--- src/design/fhd_pkg.sv ---
// fhd_pkg: shared types, codes and constants of the frame header deframer.
// No dependencies; used by every module of the block.
package fhd_pkg;

    localparam int unsigned HDR_BYTES   = 16;
    localparam int unsigned HDR_CNT_W   = $clog2(HDR_BYTES);
    localparam int unsigned QUEUE_DEPTH = 2;

    // configuration register indexes
    localparam logic [1:0] CFG_MAX_LEN = 2'd0;
    localparam logic [1:0] CFG_MAGIC   = 2'd1;
    localparam logic [1:0] CFG_VERSION = 2'd2;

    localparam logic [31:0] MAX_LEN_RESET = 32'd65536;
    localparam logic [31:0] MAGIC_RESET   = 32'd0;
    localparam logic [7:0]  VERSION_RESET = 8'd0;

    // input operations
    localparam logic OP_BYTE  = 1'b0;
    localparam logic OP_CLEAR = 1'b1;

    // result status codes
    localparam logic [1:0] STATUS_OK          = 2'd0;
    localparam logic [1:0] STATUS_BAD_MAGIC   = 2'd1;
    localparam logic [1:0] STATUS_BAD_VERSION = 2'd2;
    localparam logic [1:0] STATUS_BAD_LENGTH  = 2'd3;

    typedef struct packed {
        logic [31:0] max_len;
        logic [31:0] magic;
        logic [7:0]  version;
    } cfg_t;

    // what the back end must build for one queued request
    typedef enum logic [1:0] {
        KIND_PAYLOAD,
        KIND_EMPTY,
        KIND_ERROR
    } kind_t;

    typedef struct packed {
        kind_t       kind;
        logic [1:0]  status;
        logic [7:0]  opcode;
        logic [15:0] flags;
        logic [31:0] req_id;
        logic [31:0] length;
        logic [7:0]  data;
        logic        first;
        logic        last;
    } req_t;

endpackage

--- src/design/fhd_front.sv ---
// fhd_front: accepts stream requests, collects the header, checks it and
// classifies each byte, queueing any result request. Depends on fhd_pkg.
module fhd_front (
    input  logic             aclk,
    input  logic             aresetn,
    input  fhd_pkg::cfg_t    cfg,
    input  logic             s_valid,
    output logic             s_ready,
    input  logic             s_operation,
    input  logic [7:0]       s_stream_byte,
    output logic             push_valid,
    input  logic             push_ready,
    output fhd_pkg::req_t    push_req
);

    localparam int unsigned CW = fhd_pkg::HDR_CNT_W;
    localparam logic [CW-1:0] LAST_IDX = CW'(fhd_pkg::HDR_BYTES - 1);

    // header bytes 0..14; byte 15 is taken straight from the input
    logic [7:0]    hdr_reg [fhd_pkg::HDR_BYTES-1];
    logic [CW-1:0] count_reg, count_next;
    logic [31:0]   remain_reg, remain_next;
    logic          in_payload_reg, in_payload_next;
    logic          halted_reg, halted_next;

    logic [7:0]  opcode_reg;
    logic [15:0] flags_reg;
    logic [31:0] id_reg, len_reg;

    logic        accept;
    logic        hdr_wr;
    logic        capture;
    logic [31:0] magic_w, id_w, len_w;
    logic [15:0] flags_w;

    assign s_ready = push_ready;
    assign accept  = s_valid && s_ready;

    assign magic_w = {hdr_reg[0], hdr_reg[1], hdr_reg[2], hdr_reg[3]};
    assign flags_w = {hdr_reg[6], hdr_reg[7]};
    assign id_w    = {hdr_reg[8], hdr_reg[9], hdr_reg[10], hdr_reg[11]};
    assign len_w   = {hdr_reg[12], hdr_reg[13], hdr_reg[14], s_stream_byte};

    always_comb begin
        count_next      = count_reg;
        remain_next     = remain_reg;
        in_payload_next = in_payload_reg;
        halted_next     = halted_reg;
        hdr_wr          = 1'b0;
        capture         = 1'b0;
        push_valid      = 1'b0;
        push_req        = '0;
        push_req.kind   = fhd_pkg::KIND_ERROR;

        if (accept) begin
            if (s_operation == fhd_pkg::OP_CLEAR) begin
                count_next      = '0;
                remain_next     = '0;
                in_payload_next = 1'b0;
                halted_next     = 1'b0;
            end else if (halted_reg) begin
                push_valid      = 1'b1;
                push_req.status = fhd_pkg::STATUS_BAD_LENGTH;
            end else if (in_payload_reg) begin
                push_valid      = 1'b1;
                push_req.kind   = fhd_pkg::KIND_PAYLOAD;
                push_req.status = fhd_pkg::STATUS_OK;
                push_req.opcode = opcode_reg;
                push_req.flags  = flags_reg;
                push_req.req_id = id_reg;
                push_req.length = len_reg;
                push_req.data   = s_stream_byte;
                push_req.first  = (remain_reg == len_reg);
                push_req.last   = (remain_reg == 32'd1);
                remain_next     = remain_reg - 32'd1;
                if (remain_reg == 32'd1) begin
                    in_payload_next = 1'b0;
                    count_next      = '0;
                end
            end else if (count_reg != LAST_IDX) begin
                hdr_wr     = 1'b1;
                count_next = count_reg + CW'(1);
            end else begin
                // 16th header byte: magic, then version, then length
                count_next = '0;
                push_valid = 1'b1;
                if (magic_w != cfg.magic) begin
                    push_req.status = fhd_pkg::STATUS_BAD_MAGIC;
                    halted_next     = 1'b1;
                end else if (hdr_reg[4] != cfg.version) begin
                    push_req.status = fhd_pkg::STATUS_BAD_VERSION;
                    halted_next     = 1'b1;
                end else if (len_w > cfg.max_len) begin
                    push_req.status = fhd_pkg::STATUS_BAD_LENGTH;
                    halted_next     = 1'b1;
                end else if (len_w == 32'd0) begin
                    push_req.kind   = fhd_pkg::KIND_EMPTY;
                    push_req.status = fhd_pkg::STATUS_OK;
                    push_req.opcode = hdr_reg[5];
                    push_req.flags  = flags_w;
                    push_req.req_id = id_w;
                    push_req.first  = 1'b1;
                    push_req.last   = 1'b1;
                end else begin
                    push_valid      = 1'b0;
                    capture         = 1'b1;
                    in_payload_next = 1'b1;
                    remain_next     = len_w;
                end
            end
        end
    end

    always_ff @(posedge aclk) begin
        if (!aresetn) begin
            count_reg      <= '0;
            remain_reg     <= '0;
            in_payload_reg <= 1'b0;
            halted_reg     <= 1'b0;
        end else begin
            count_reg      <= count_next;
            remain_reg     <= remain_next;
            in_payload_reg <= in_payload_next;
            halted_reg     <= halted_next;
        end
    end

    always_ff @(posedge aclk) begin
        if (hdr_wr) begin
            hdr_reg[count_reg] <= s_stream_byte;
        end
        if (capture) begin
            opcode_reg <= hdr_reg[5];
            flags_reg  <= flags_w;
            id_reg     <= id_w;
            len_reg    <= len_w;
        end
    end

endmodule

--- src/design/fhd_queue.sv ---
// fhd_queue: small FIFO of result requests between front and back end.
// Depends on fhd_pkg for the request type.
module fhd_queue #(
    parameter int unsigned DEPTH = fhd_pkg::QUEUE_DEPTH
) (
    input  logic          aclk,
    input  logic          aresetn,
    input  logic          wr_valid,
    output logic          wr_ready,
    input  fhd_pkg::req_t wr_req,
    output logic          rd_valid,
    input  logic          rd_ready,
    output fhd_pkg::req_t rd_req
);

    localparam int unsigned PW = (DEPTH > 1) ? $clog2(DEPTH) : 1;
    localparam int unsigned NW = $clog2(DEPTH + 1);
    localparam logic [PW-1:0] PTR_LAST = PW'(DEPTH - 1);
    localparam logic [NW-1:0] NUM_FULL = NW'(DEPTH);

    fhd_pkg::req_t mem [DEPTH];
    logic [PW-1:0] wr_ptr_reg, rd_ptr_reg;
    logic [NW-1:0] num_reg;
    logic          do_wr, do_rd;

    assign wr_ready = (num_reg != NUM_FULL);
    assign rd_valid = (num_reg != '0);
    assign rd_req   = mem[rd_ptr_reg];
    assign do_wr    = wr_valid && wr_ready;
    assign do_rd    = rd_valid && rd_ready;

    always_ff @(posedge aclk) begin
        if (!aresetn) begin
            wr_ptr_reg <= '0;
            rd_ptr_reg <= '0;
            num_reg    <= '0;
        end else begin
            if (do_wr) begin
                wr_ptr_reg <= (wr_ptr_reg == PTR_LAST) ? '0 : wr_ptr_reg + PW'(1);
            end
            if (do_rd) begin
                rd_ptr_reg <= (rd_ptr_reg == PTR_LAST) ? '0 : rd_ptr_reg + PW'(1);
            end
            if (do_wr && !do_rd) begin
                num_reg <= num_reg + NW'(1);
            end else if (do_rd && !do_wr) begin
                num_reg <= num_reg - NW'(1);
            end
        end
    end

    always_ff @(posedge aclk) begin
        if (do_wr) begin
            mem[wr_ptr_reg] <= wr_req;
        end
    end

endmodule

--- src/design/fhd_back.sv ---
// fhd_back: builds result fields from a queued request into the output
// register. Depends on fhd_pkg.
module fhd_back (
    input  logic          aclk,
    input  logic          aresetn,
    input  logic          req_valid,
    output logic          req_ready,
    input  fhd_pkg::req_t req,
    output logic          m_valid,
    input  logic          m_ready,
    output logic [1:0]    m_status,
    output logic [7:0]    m_opcode,
    output logic [15:0]   m_frame_flags,
    output logic [31:0]   m_req_id,
    output logic [31:0]   m_payload_length,
    output logic [7:0]    m_payload_byte,
    output logic          m_has_byte,
    output logic          m_frame_first,
    output logic          m_frame_last
);

    logic        valid_reg;
    logic [1:0]  status_reg;
    logic [7:0]  opcode_reg, byte_reg;
    logic [15:0] flags_reg;
    logic [31:0] id_reg, len_reg;
    logic        has_byte_reg, first_reg, last_reg;
    logic        load;

    assign req_ready = !valid_reg || m_ready;
    assign load      = req_valid && req_ready;

    always_ff @(posedge aclk) begin
        if (!aresetn) begin
            valid_reg <= 1'b0;
        end else if (req_ready) begin
            valid_reg <= req_valid;
        end
    end

    always_ff @(posedge aclk) begin
        if (load) begin
            status_reg <= req.status;
            case (req.kind)
                fhd_pkg::KIND_PAYLOAD: begin
                    opcode_reg   <= req.opcode;
                    flags_reg    <= req.flags;
                    id_reg       <= req.req_id;
                    len_reg      <= req.length;
                    byte_reg     <= req.data;
                    has_byte_reg <= 1'b1;
                    first_reg    <= req.first;
                    last_reg     <= req.last;
                end
                fhd_pkg::KIND_EMPTY: begin
                    opcode_reg   <= req.opcode;
                    flags_reg    <= req.flags;
                    id_reg       <= req.req_id;
                    len_reg      <= 32'd0;
                    byte_reg     <= 8'd0;
                    has_byte_reg <= 1'b0;
                    first_reg    <= 1'b1;
                    last_reg     <= 1'b1;
                end
                default: begin
                    // errors carry the status only
                    opcode_reg   <= 8'd0;
                    flags_reg    <= 16'd0;
                    id_reg       <= 32'd0;
                    len_reg      <= 32'd0;
                    byte_reg     <= 8'd0;
                    has_byte_reg <= 1'b0;
                    first_reg    <= 1'b0;
                    last_reg     <= 1'b0;
                end
            endcase
        end
    end

    assign m_valid          = valid_reg;
    assign m_status         = status_reg;
    assign m_opcode         = opcode_reg;
    assign m_frame_flags    = flags_reg;
    assign m_req_id         = id_reg;
    assign m_payload_length = len_reg;
    assign m_payload_byte   = byte_reg;
    assign m_has_byte       = has_byte_reg;
    assign m_frame_first    = first_reg;
    assign m_frame_last     = last_reg;

endmodule

--- src/design/frame_header_deframer.sv ---
// frame_header_deframer: top level of the length-prefixed frame deframer.
// Depends on fhd_pkg, fhd_front, fhd_queue and fhd_back.
//
// Takes one stream byte per request and gathers a 16-byte big-endian header
// (magic, version, opcode, flags, request id, payload length). On the last
// header byte the magic, version and length limit are checked in that order;
// the first failure returns one error result and halts the block, after which
// every byte returns status 3 until a clear request (operation 1), which also
// drops any partial header or frame and returns nothing. Each payload byte of
// a good frame returns one result tagged with the header fields and first/last
// marks; a zero-length frame returns one result without a byte. Throughput is
// one request per clock while s_ready is high: the front end classifies a
// byte combinationally, a request FIFO (QUEUE_DEPTH entries) decouples it from
// the back end, which formats one result per cycle into the output register
// while m_ready allows. A result passes through the FIFO and then the output
// register before it leaves. With m_ready low, the output register plus the
// FIFO hold QUEUE_DEPTH+1 results; once the FIFO is full s_ready drops and
// every request waits, header bytes and clears included. Configuration
// registers are written through cfg_wr_en/cfg_addr/cfg_wr_data, take effect
// at the next header check, and unknown indexes are ignored.
module frame_header_deframer #(
    parameter int unsigned QUEUE_DEPTH = fhd_pkg::QUEUE_DEPTH
) (
    input  logic        aclk,
    input  logic        aresetn,
    // configuration write port
    input  logic        cfg_wr_en,
    input  logic [1:0]  cfg_addr,
    input  logic [31:0] cfg_wr_data,
    // stream input
    input  logic        s_valid,
    output logic        s_ready,
    input  logic        s_operation,
    input  logic [7:0]  s_stream_byte,
    // results
    output logic        m_valid,
    input  logic        m_ready,
    output logic [1:0]  m_status,
    output logic [7:0]  m_opcode,
    output logic [15:0] m_frame_flags,
    output logic [31:0] m_req_id,
    output logic [31:0] m_payload_length,
    output logic [7:0]  m_payload_byte,
    output logic        m_has_byte,
    output logic        m_frame_first,
    output logic        m_frame_last
);

    fhd_pkg::cfg_t cfg_reg;

    logic          push_valid, push_ready;
    fhd_pkg::req_t push_req;
    logic          pop_valid, pop_ready;
    fhd_pkg::req_t pop_req;

    // configuration registers; indexes past the list fall through
    always_ff @(posedge aclk) begin
        if (!aresetn) begin
            cfg_reg.max_len <= fhd_pkg::MAX_LEN_RESET;
            cfg_reg.magic   <= fhd_pkg::MAGIC_RESET;
            cfg_reg.version <= fhd_pkg::VERSION_RESET;
        end else if (cfg_wr_en) begin
            case (cfg_addr)
                fhd_pkg::CFG_MAX_LEN: cfg_reg.max_len <= cfg_wr_data;
                fhd_pkg::CFG_MAGIC:   cfg_reg.magic   <= cfg_wr_data;
                fhd_pkg::CFG_VERSION: cfg_reg.version <= cfg_wr_data[7:0];
                default: ;
            endcase
        end
    end

    // front end: header collection, checks and classification
    fhd_front u_front (
        .aclk          (aclk),
        .aresetn       (aresetn),
        .cfg           (cfg_reg),
        .s_valid       (s_valid),
        .s_ready       (s_ready),
        .s_operation   (s_operation),
        .s_stream_byte (s_stream_byte),
        .push_valid    (push_valid),
        .push_ready    (push_ready),
        .push_req      (push_req)
    );

    // request FIFO between the two halves
    fhd_queue #(
        .DEPTH (QUEUE_DEPTH)
    ) u_queue (
        .aclk     (aclk),
        .aresetn  (aresetn),
        .wr_valid (push_valid),
        .wr_ready (push_ready),
        .wr_req   (push_req),
        .rd_valid (pop_valid),
        .rd_ready (pop_ready),
        .rd_req   (pop_req)
    );

    // back end: result formatting and output register
    fhd_back u_back (
        .aclk             (aclk),
        .aresetn          (aresetn),
        .req_valid        (pop_valid),
        .req_ready        (pop_ready),
        .req              (pop_req),
        .m_valid          (m_valid),
        .m_ready          (m_ready),
        .m_status         (m_status),
        .m_opcode         (m_opcode),
        .m_frame_flags    (m_frame_flags),
        .m_req_id         (m_req_id),
        .m_payload_length (m_payload_length),
        .m_payload_byte   (m_payload_byte),
        .m_has_byte       (m_has_byte),
        .m_frame_first    (m_frame_first),
        .m_frame_last     (m_frame_last)
    );

endmodule

--- config.mk ---
export PLATFORM = sky130hd
export DESIGN_NAME = frame_header_deframer
export DESIGN_NICKNAME = d
export VERILOG_FILES = /design/src/design/fhd_pkg.sv /design/src/design/fhd_front.sv /design/src/design/fhd_queue.sv /design/src/design/fhd_back.sv /design/src/design/frame_header_deframer.sv
export SDC_FILE = /design/constraint.sdc
export NUM_CORES = 1
export LEC_CHECK = 0
export BUFFER_PORTS_ARGS = -buffer_cell sky130_fd_sc_hd__clkbuf_2
export CORE_AREA = 8 8 209 261
export DETAILED_ROUTE_END_ITERATION = 16
export DIE_AREA = 0 0 217 269
export PLACE_DENSITY = 0.7
export SLEW_MARGIN = 20
export SYNTH_ARGS = -nofsm -noshare
export SYNTH_HDL_FRONTEND = slang
export SYNTH_SLANG_ARGS = --single-unit
--- constraint.sdc ---
create_clock -name aclk -period 10.2 [get_ports aclk]
set_clock_uncertainty 0.05 [all_clocks]
set_input_delay 0.51 -clock aclk [delete_from_list [all_inputs] [get_ports aclk]]
set_output_delay 0.51 -clock aclk [all_outputs]
set_load 0.005 [all_outputs]
# == Word-level counts from Yosys, hierarchy flattened ==
# Memories as Yosys holds them, arrays and structs flattened. A register that Yosys moved wholly into a read port is not among the register bits.
# Cells that the tools add are included.
# totals
in_bits,48
mem_bits_ro,0
reg_bits,304
output_inout_bits,103
word_cells,154
ramBits,324
n_memories,2
latchBits,0
# classes
n_div,0
n_mul,0
n_eq_ne,16
addsub,6
n_lt_le_gt_ge,1
bitwise_logic,0
n_reduce_logical,21
muxes,84
shift,0
# memory_table
name,words,width,read_ports,rd_ports_with_merged_regs,write_ports,line_no,text
u_queue.mem,2,102,1,1,1,fhd_queue.sv:21,fhd_pkg::req_t mem [DEPTH];
u_front.hdr_reg,15,8,15,0,1,fhd_front.sv:20,logic [7:0] hdr_reg [fhd_pkg::HDR_BYTES-1];
# ops
cell,n
two-way mux 32 bit,8
two-way mux 102 bit,2
two-way mux 60 bit,3
two-way mux 56 bit,3
two-way mux 98 bit,1
two-way mux 1 bit,43
two-way mux 40 bit,1
"== test 32 x 1 -> 1 bit, second input constant",1
== test 32 bit,1
greater-than comparator 32 bit,1
zero test 32 bit,1
two-way mux 2 bit,16
!= test 32 bit,1
"subtractor 32 x 1 -> 32 bit, second input constant",1
two-way mux 4 bit,5
"!= test 3 x 2 -> 1 bit, second input constant",5
!= test 8 bit,1
AND reduction 2 bit,4
AND reduction 7 bit,1
logical AND 1 bit,5
"adder 4 x 1 -> 4 bit, second input constant",1
"== test 2 x 1 -> 1 bit, second input constant",2
zero test 2 bit,2
"!= test 2 bit, second input constant",2
other kinds (12),17

# == Logic depth before layout (Yosys ltp) ==
# depth
depth_word,15
mapped_depth,14
ltp_nobuf,14

# == Cells and area by module ==
# Synthesis repeated with hierarchy kept, for this count alone.
# hier_totals
cells_unflattened,1759
hier_area_um2,25814.8
# by_module_without_submodules
module,area_per_inst_um2,seq_area_each_um2,cells_per_inst,instances
fhd_front,11638.7,7006.7,928,1
fhd_queue,7624.8,6226.0,341,1
fhd_back,3753.6,3052.9,217,1
frame_header_deframer,2797.7,1441.4,273,1

# == Least setup slack after synthesis ==
# No wires, ideal clock.
# synth_path
kind,input to register
startpoint,in s_stream_byte[1]
endpoint,mem u_queue.mem[1][0] in the netlist's numbering (enable)
path_slack_ns,0.000
t_arrival_ns,9.437
path_buffers,0
cell_stages,9
required_time_ns,9.436
setup_ns,0.714
cell_sequence,ha_1 nor2b_1 o211ai_1 a2111o_1 a31oi_1 o22ai_2 nand4_1 o21ai_0 a211oi_1
# synth_between
elab_chain_cells,13
elab_cells_between_ends,14
classes_between,order compare: 1; mux: 11; reduce/logical: 2
# synth_rtl
element,line_no,text
from (decl),frame_header_deframer.sv:34,"input logic [7:0] s_stream_byte,"
branches (longest 2 deep; another with greater-than comparator 32 bit),-,
two-way mux 1 bit (*),fhd_front.sv:93,end else if (len_w > cfg.max_len) begin
two-way mux 1 bit (*),fhd_front.sv:90,end else if (hdr_reg[4] != cfg.version) begin
two-way mux 1 bit (*),fhd_front.sv:87,if (magic_w != cfg.magic) begin
two-way mux 1 bit (*),fhd_front.sv:80,end else if (count_reg != LAST_IDX) begin
two-way mux 1 bit (*),fhd_front.sv:64,end else if (in_payload_reg) begin
two-way mux 1 bit (*),fhd_front.sv:61,end else if (halted_reg) begin
two-way mux 1 bit (*),fhd_front.sv:56,if (s_operation == fhd_pkg::OP_CLEAR) begin
two-way mux 1 bit (*),fhd_front.sv:55,if (accept) begin
logical AND 1 bit (*),fhd_queue.sv:29,assign do_wr = wr_valid && wr_ready;
two-way mux 1 bit (*),fhd_queue.sv:53,if (do_wr) begin
two-way mux 1 bit (implied by the code) (*),fhd_queue.sv:54,mem[wr_ptr_reg] <= wr_req;
to (decl),fhd_queue.sv:21,
# Mark *: on every way between the ends.

==> results by group <==
Run status
  • Status: complete, no violations

Route
  • Final WL: 55800 um
  • Post-route ant nets: 0
  • 1st-iter DRT viols: ~1100
  • WL/cell: 21.1 um
  • Via Count: between 10000 and 15000
  • DR pass1 iterations: 5
  • Drt drc: 0
  • Vias per Instance: ~5.6

Critical path
  • Type of origin of the critical path: register
  • Critical Path Fanout Max: 70
  • Critical path type: register to register
  • WP data arrival: roughly 5 ns
  • Req. time, crit path: slightly above 10 ns
  • Setup crit end kind: register

Clocking
  • PostCTS Resize Cnt: 0
  • Number of buffers created by CTS: 57
  • Clock Path Buffers: 3
  • CTS Hold Bufs: 0
  • CTS root buffer: clkbuf_16
  • Setup Buffers After CTS: 0
  • Worst skew pair latency: approximately 0.63 ns
  • H-tree Lvls: 2
  • Clk pin slew, worst setup/hold paths: around 0.06 ns
  • CTS Sinks: ~630
  • CTS tree: done

Pwr
  • PD cells: about 220 nW/um2
  • Total Power: 6.28 mW
  • Peak supply drop: 0.147 mV
  • Leak: slightly below 10 nW

Finish
  • Most frequent cells in the layout: edfxtp_1 (513), nand2_1 (171), nor2_1 (162)
  • Leading cell type in the layout, fill and taps excluded: edfxtp_1
  • Fill cells: between 4000 and 5000
  • ANT cells: 0
  • Layout cells sized above 1: 0.150
  • Fin nets: 2020
  • Layout area overhead: 13.9%
  • Max FFs per register: a little over 200
  • Non-Filler Instances: 2640

Run
  • Max-cap violations: 0

Synth
  • Yosys synthesis warning count: 0
  • Synthesized area per cell: between 10 and 15 um2
  • Synth async-reset ratio: 0
  • Mapped Cells: 1781
  • Number of flops mapped to enable cells by yosys: ~510
  • Synth unique cells: between 60 and 70
  • Netlist Area Pre-Place: roughly 25000 um2
  • Post-synth top flop: edfxtp_1
  • Post-synth net total: roughly 1900
  • Sequential fraction of the synthesis area: 0.714
  • Yosys reg bits: about 630

Die
  • Core Area: between 50000 and 60000 um2
  • Ports: roughly 150
  • Die ar.: slightly below 60000 um2
  • Starting Density: 0.495
  • FP Rows: 92
  • Die Y: 269 um
  • Die width: between 200 and 250 um

Min path
  • Worst min-delay path class: input pin to register

Timing
  • Final period utilization: 0.467
  • Rel. slew slack: 0.294
  • Setup_tns: 0 ns
  • RSZ-0062 raised after global routing: no
  • Final slew viol count: 0
  • Worst-margin pin slew: approximately 1.1 ns
  • Final setup violation count: 0
  • Count of final hold-check violations: 0
  • Min Tclk post-route: between 4 and 5 ns
  • Max Fclk: between 200 and 250 MHz

Global route
  • Remaining Overflow, GRT: 0
  • Vias in the first global route: between 10000 and 15000
  • First-pass GRT wire length: 85900 um
  • All-Layer GR Usage: 0.188
  • Initial antenna violation count: 0
  • Pin count of the biggest net entering global routing: 96

Placed design
  • DP Cell Count: ~2500
  • Post-DP HPWL: between 30000 and 40000 um
  • Buffers on Ports: 150
  • Routability Congestion: 0.867
-- routing by layer --
| metal | track usage | vias up | part of all wire |
|---|---|---|---|
| met5 | 0 | - | 0 |
| met1 | 0.243 | 7174 | 0.42 |
| met3 | 0.0331 | 104 | 0.063 |
| met4 | 0.0714 | 0 | 0.031 |
| met2 | 0.317 | 547 | 0.49 |
| li1 | - | 6898 | - |
-- critical path: stages, from the launching register on --
cell	delay [ns]
edfxtp_1	0.45
ha_1	0.32
and3_1	0.20
a221o_1	0.38
o2bb2ai_1	0.14
or4_1	0.50
o22ai_2	0.39
nand4_1	0.23
o21ai_0	0.74
a211oi_4	0.13
buf_4	0.31
buf_4	0.45
-- synth_stat cells, types with 3 or more instances --
library cell	number	area share
edfxtp_1	513	0.62
nand2_1	171	0.026
nor2_1	163	0.025
dfxtp_1	116	0.094
mux2i_1	112	0.045
a21oi_1	95	0.019
clkbuf_1	73	0.011
a22o_1	56	0.020
xnor2_1	48	0.017
inv_1	46	0.0070
and2_1	40	0.010
ha_1	39	0.020
xor2_1	36	0.013
nand4_1	27	0.0068
nor3_1	25	0.0050
nor4_1	25	0.0063
o21ai_0	19	0.0038
nand3_1	18	0.0036
o311ai_0	18	0.0063
o31ai_1	13	0.0039
o211ai_1	10	0.0030
a21boi_0	9	0.0027
buf_1	9	0.0014
a22oi_1	8	0.0024
nand2b_1	7	0.0018
or3_1	7	0.0018
a211oi_1	6	0.0018
a21o_1	6	0.0018
a31oi_1	6	0.0015
and3_1	6	0.0015
buf_2	4	0.00081
o211a_1	4	0.0016
mux2_2	3	0.0014
nand3b_1	3	0.00091
nor2b_1	3	0.00076
or4_1	3	0.00091
-- cells by family after synthesis --
family | after synthesis | share of synthesized area
AOI/OAI and AO/OA | 270 | 0.0752
xor gates and xnor gates | 84 | 0.0296
adders and majority gates | 39 | 0.0197
buffers and inverters | 135 | 0.0208
DFF | 629 | 0.714
muxes | 115 | 0.0465
and+or+nand+nor | 509 | 0.0942
-- final timing paths --
kind                                          from                      endpoint  slack [ns]  cells past startpoint
setup / recovery  u_front.hdr_reg[13][3]$_DFFE_PP_  u_queue.mem[0][35]$_DFFE_PP_        5.44                     11
hold / removal                     cfg_wr_data[23]      cfg_reg[31]$_SDFFE_PN0P_        0.08                      3
setup reg to reg  u_front.hdr_reg[13][3]$_DFFE_PP_  u_queue.mem[0][35]$_DFFE_PP_        5.44                     11
hold reg to reg   u_front.hdr_reg[10][1]$_DFFE_PP_   u_front.id_reg[9]$_DFFE_PP_        0.40                      0
-- through the flow --
step / util / setup WS, ns / hold WS, ns / instance area [um2]
CTS: 0.563 / 5.48 / 0.0505 / 28300
finish: 0.563 / 5.44 / 0.0843 / 28300
detailed placement: 0.525 / 5.24 / 0.391 / 26400
global route: 0.563 / 5.21 / 0.0730 / 28300
global placement: 0.525 / 5.35 / 0.383 / 26300
floorplan: - / -0.000476 / 0.377 / 24800
-- layout make-up --
| class | instances | area (um2) | share of cell area |
|---|---|---|---|
| tap | 658 | 823 | 0.0291 |
| clock inverter | 34 | 335 | 0.0119 |
| inverter | 48 | 181 | 0.00642 |
| multi-input combinational | 1017 | 6640 | 0.235 |
| clock buffer | 74 | 1580 | 0.0559 |
| sequential | 629 | 17700 | 0.627 |
| timing repair buffer | 180 | 976 | 0.0345 |
-- where the power goes --
group          switching (mW)  leakage, nW  internal, mW  total (mW)
combinational           0.630         3.32         0.360       0.990
clock                   0.939        0.929          1.20        2.14
sequential             0.0754         5.70          3.07        3.15
total                    1.64         9.95          4.64        6.28
Note: power is estimated with default switching activity, not from simulation.
